`config.mk`:
```
export PLATFORM = sky130hd
export DESIGN_NAME = vwt_dist
export DESIGN_NICKNAME = d
export VERILOG_FILES = /design/src/design/vwt_pkg.sv /design/src/design/vwt_dist.sv
export SDC_FILE = /design/constraint.sdc
export NUM_CORES = 2
export LEC_CHECK = 0
export ABC_CLOCK_PERIOD_IN_PS = 12700
export BUFFER_PORTS_ARGS = -buffer_cell sky130_fd_sc_hd__buf_2
export CAP_MARGIN = 15
export CORE_ASPECT_RATIO = 1.25
export CORE_MARGIN = 2
export CORE_UTILIZATION = 55
export DETAILED_ROUTE_END_ITERATION = 12
export PLACE_DENSITY = 0.76
export SYNTH_ARGS = -nofsm -noshare
export SYNTH_HDL_FRONTEND = slang
export SYNTH_SLANG_ARGS = --single-unit
```
`constraint.sdc`:
```
create_clock -name clk -period 12.7 [get_ports clk]
set_input_delay 3.175 -clock clk [delete_from_list [all_inputs] [get_ports clk]]
set_output_delay 3.175 -clock clk [all_outputs]
set_load 0.01 [all_outputs]
```
`src/design/vwt_pkg.sv`:
```
`timescale 1ns / 1ps
package vwt_pkg;

	localparam int TABLE_DEPTH_DEF = 1024;
	localparam int COORD_WIDTH_DEF = 16;
	localparam int INDEX_W_DEF     = 10;
	localparam int THR_W           = 36;

	typedef enum logic [1:0] {
		ST_IDLE,
		ST_SCAN,
		ST_APPEND,
		ST_RESP
	} weld_state_t;

	// status of the distance pipeline seen by the sequencer
	typedef struct packed {
		logic busy;
		logic vld;
		logic hit;
	} scan_flags_t;

endpackage

```
`src/design/vwt_dist.sv`:
```
`timescale 1ns / 1ps
module vwt_dist import vwt_pkg::*; #(
	parameter int CW = COORD_WIDTH_DEF,
	parameter int AW = 10
) (
	input  logic              clk,
	input  logic              arst_n,
	input  logic              flush,
	input  logic              vld_s1,
	input  logic [AW-1:0]     idx_s1,
	input  logic [3*CW-1:0]   entry_s1,
	input  logic [3*CW-1:0]   vtx,
	input  logic [THR_W-1:0]  thr,
	output scan_flags_t       flags,
	output logic [AW-1:0]     hit_idx
);

	localparam int SQ_W  = 2 * CW + 1;
	localparam int SUM_W = SQ_W + 2;
	localparam int CMP_W = (SUM_W > THR_W) ? SUM_W : THR_W;

	logic signed [CW:0]     ent_x  [3];
	logic signed [CW:0]     vtx_x  [3];
	logic signed [CW:0]     diff   [3];
	logic signed [2*CW+1:0] prod   [3];
	logic [SQ_W-1:0]        sq_d   [3];
	logic [SQ_W-1:0]        sq_s2  [3];
	logic [SUM_W-1:0]       sum_s2;
	logic                   vld_s2;
	logic [AW-1:0]          idx_s2;
	logic                   vld_s3;
	logic                   hit_s3;
	logic [AW-1:0]          idx_s3;

	// per-axis difference and square, one multiplier per axis
	always_comb begin
		for (int k = 0; k < 3; k++) begin
			ent_x[k] = $signed({entry_s1[k*CW+CW-1], entry_s1[k*CW +: CW]});
			vtx_x[k] = $signed({vtx[k*CW+CW-1], vtx[k*CW +: CW]});
			diff[k]  = ent_x[k] - vtx_x[k];
			prod[k]  = diff[k] * diff[k];
			sq_d[k]  = prod[k][SQ_W-1:0];
		end
	end

	always_ff @(posedge clk or negedge arst_n) begin
		if (!arst_n) begin
			vld_s2 <= 1'b0;
			vld_s3 <= 1'b0;
		end else begin
			vld_s2 <= vld_s1 && !flush;
			vld_s3 <= vld_s2 && !flush;
		end
	end

	assign sum_s2 = SUM_W'(sq_s2[0]) + SUM_W'(sq_s2[1]) + SUM_W'(sq_s2[2]);

	always_ff @(posedge clk) begin
		sq_s2  <= sq_d;
		idx_s2 <= idx_s1;
		hit_s3 <= CMP_W'(sum_s2) < CMP_W'(thr);
		idx_s3 <= idx_s2;
	end

	assign flags.busy = vld_s2 || vld_s3;
	assign flags.vld  = vld_s3;
	assign flags.hit  = hit_s3;
	assign hit_idx    = idx_s3;

endmodule

```
==> results.md <==
Worst setup path:
- On the critical path the largest part of the delay comes from adder cells.
- The kind of start point of the critical path is an input pin.
- The critical path's largest stage delay is around 0.55 ns.
- Counting both buffers and inverters, the worst setup path holds a total of 7.
- The class of the most critical setup path is in -> reg.
- The signal arrival time at the worst endpoint is 11.69 ns.
- The slowest cell on the critical path is fa_1.
- STA puts the critical path data required time at 13.07 ns.
- The highest fanout seen on the critical path is 13.
- STA classifies the critical path endpoint as a flop.

Finish:
- The total of fill cells in the finished design is 5,552.
- The share of final-layout standard cells stronger than drive strength 1 is between 6 and 7%.
- The most frequent standard cell in the layout excluding fill and tap cells is inv_1.
- Leaving out fill and tap cells, the most frequent cells in the layout are inv_1 (1,077), fa_1 (828), nor2_1 (351).
- The layout net count is 5,424.
- The post-synthesis to final-layout area growth is 6.88%.

Worst hold path:
- The kind of path behind the tightest hold check is reg -> reg.

Global routing:
- The number of antenna violations at the first check in global routing was 1.
- The global-route usage over all layers is 25.9%.
- The number of global-route vias before repair is 29,400.
- Global routing consumed, on the met3 layer, about 3.2% of the routing resources.
- The layer carrying the most global-route usage is met2.
- For met1 alone, demand over resource in global routing was 31.4%.
- After global routing the overflow that remains totals 0.
- For met2 alone, demand over resource in global routing was 46.3%.
- The wire length of the first global-routing pass is 140 mm.
- Entering global routing, the biggest net connects 20 pins.

Synthesis:
- In this run, synthesis produced a sequential element count of 119.
- The gate count after technology mapping is slightly below 4,000.
- After synthesis, the largest area contributor takes up 46.0% of total cell area.
- For this run, the leading register cell type out of synthesis is dfxtp_1.
- During synthesis, Yosys emitted a total of 0 warnings.
- The mean instance size in the synthesized netlist is 9.09 sq um.
- The synthesized design contains 0 enable-type register cells.
- The synthesized netlist occupies a cell area of 36,100 sq um.
- fa_1 takes more of the synthesized area than any other cell.
- The async set or reset register ratio after synthesis is roughly 1.7%.
- Yosys mapped the design onto 75 distinct sky130hd cell types.
- Yosys attributes the largest share of cell area to fa_1 (46%), ha_1 (12%), inv_1 (11%).
- Of the synthesized area, sequential elements account for 6.63%.

STA:
- The clock period minus worst slack is 11.32 ns.
- Setup repair after global routing left no endpoint under its margin.
- The total negative slack for setup checks is 0 ns.
- The worst clock skew is ~0.014 ns.
- Based on the critical path, the design can be clocked at up to 88.4 MHz.
- The total count of hold-check failures in the final report is 0.
- The final count of negative-setup-slack endpoints is 0.
- The period utilization is about nine tenths.
- At the pin with the least slew margin, the transition time is approximately 1 ns.
- The number of pins exceeding their max-slew limit in the final report is 0.
- The worst-case headroom to the max-slew limit is 31.8%.

Floorplanning:
- The number of I/O pins is roughly 160.
- In this run the standard cell core region covers 64,700 sq um.
- The vertical die dimension is 290 microns.
- The initialized floorplan defines 104 standard-cell rows.
- The die is 233 microns wide.
- The die covers 67,700 sq um.
- Once the floorplan was initialized, standard cells occupied 55.8% of the core.

Route:
- After detailed routing, the number of remaining DRC violations is 0.
- The detail route stage leaves a number of antenna-violating nets equal to 0.
- The detailed router placed 26,400 vias in this run.
- In the final routed layout, each cell accounts on average for 16.4 microns.
- After detailed routing, the number of vias per cell comes to 5.32.
- The first TritonRoute pass finished after 7 iterations.
- The first-iteration detailed-routing DRC count is 1,193.
- Summed over all layers, the routed wires come to roughly 81 mm.

Outcome:
- The run finished with clean final reports.

Clock network:
- After clock tree synthesis, the flow added hold-fix buffers numbering 0.
- The total number of H-tree levels is 4.
- TritonCTS built the clock tree.
- Counting every sink on the clock net gives 119.
- Counting along the longest clock path gives a buffer depth of 2.
- Post-CTS repair changed the size of 0 cells.
- The clock latency on the worst-skew pair is around 0.44 ns.
- The cell at the root of the clock tree is clkbuf_16.
- The number of buffers inserted to repair setup after CTS is 0.
- TritonCTS created 17 clock buffers.
- After clock tree synthesis, the clock-pin slew on the worst setup and hold paths is ~0.050 ns.

Placement:
- The placer's final routability congestion estimate is 0.917.
- Buffers placed on the I/O ports in this run total 158.
- The HPWL after detailed placement is 70.3 mm.

Job:
- Across the run, the number of max-cap violations was 0.
[worst paths after layout]
check	from	end	slack, ns	depth (start not counted)
worst max-delay path	vtx[33]	sq_s2[29]$_DFF_P_	1.38	33
worst min-delay path	idx_s2[8]$_DFF_P_	hit_idx[8]$_DFF_P_	0.32	0
worst max register to register	sq_s2[9]$_DFF_P_	hit_s3$_DFF_P_	7.53	20
worst min register to register	idx_s2[8]$_DFF_P_	hit_idx[8]$_DFF_P_	0.32	0
max in group asynchronous	arst_n	vld_s3$_DFF_PN0_	10.10	1
min in group asynchronous	arst_n	vld_s2$_DFF_PN0_	2.51	1
[synth_stat cells (17+ instances only)]
library cell / instances
a21oi_1: 128
inv_1: 1077
nand3_1: 31
o211ai_1: 19
nor2b_1: 17
a21o_1: 68
nor3_1: 30
o21ai_0: 72
xnor2_1: 123
clkbuf_1: 79
nand2_1: 311
fa_1: 828
o21a_1: 35
xor2_1: 49
nand2b_1: 22
nor2_1: 351
ha_1: 350
dfxtp_1: 117
[final cells by class]
| cell class | count | area (sq um) | share of cell area, % |
|---|---|---|---|
| Clock buffer | 24 | 482 | 1.25 |
| Multi-Input combinational cell | 2662 | 29200 | 75.7 |
| Sequential cell | 119 | 2390 | 6.21 |
| Clock inverter | 8 | 168 | 0.435 |
| Inverter | 1094 | 4110 | 10.7 |
| Tap cell | 848 | 1060 | 2.75 |
| Timing Repair Buffer | 206 | 1150 | 2.99 |
| Antenna cell | 1 | 2.50 | 0.00649 |
[through the flow]
stage	util, %	cell area [sq um]	setup slack [ns]	hold slack, ns	std cells
2_1_floorplan	-	36100	1.84	0.310	3968
3_3_place_gp	58.6	37900	1.23	0.310	4929
3_5_place_dp	58.6	37900	1.02	0.312	4929
4_1_cts	59.6	38500	1.44	0.323	4961
5_1_grt	59.6	38500	0.786	0.327	4961
6_report	59.6	38500	1.38	0.323	4962
[metal layers]
| metal | up-vias | part of all wire [%] |
|---|---|---|
| met1 | 13200 | 38 |
| met2 | 762 | 52 |
| met4 | 0 | 4.7 |
| met3 | 231 | 5.0 |
| li1 | 12200 | - |
| met5 | - | 0 |
[sequential cells by signal, summed over array words and instances (netlist names)]
name / flops
vld_s2: 1
sq_s2: 96
hit_idx: 10
hit_s3: 1
vld_s3: 1
idx_s2: 10
[logic make-up after synthesis]
logic type | share of synthesized area, %
buf+inv | 12.5
fa+ha+maj | 58.1
simple gates | 10.1
compound gates | 8.31
xor+xnor | 4.22
flops | 6.63
mux | 0.146
other cells | 0.0208
Power is not shown: default switching activity piles up to over one toggle a cycle in this logic, so the estimate is an artifact.
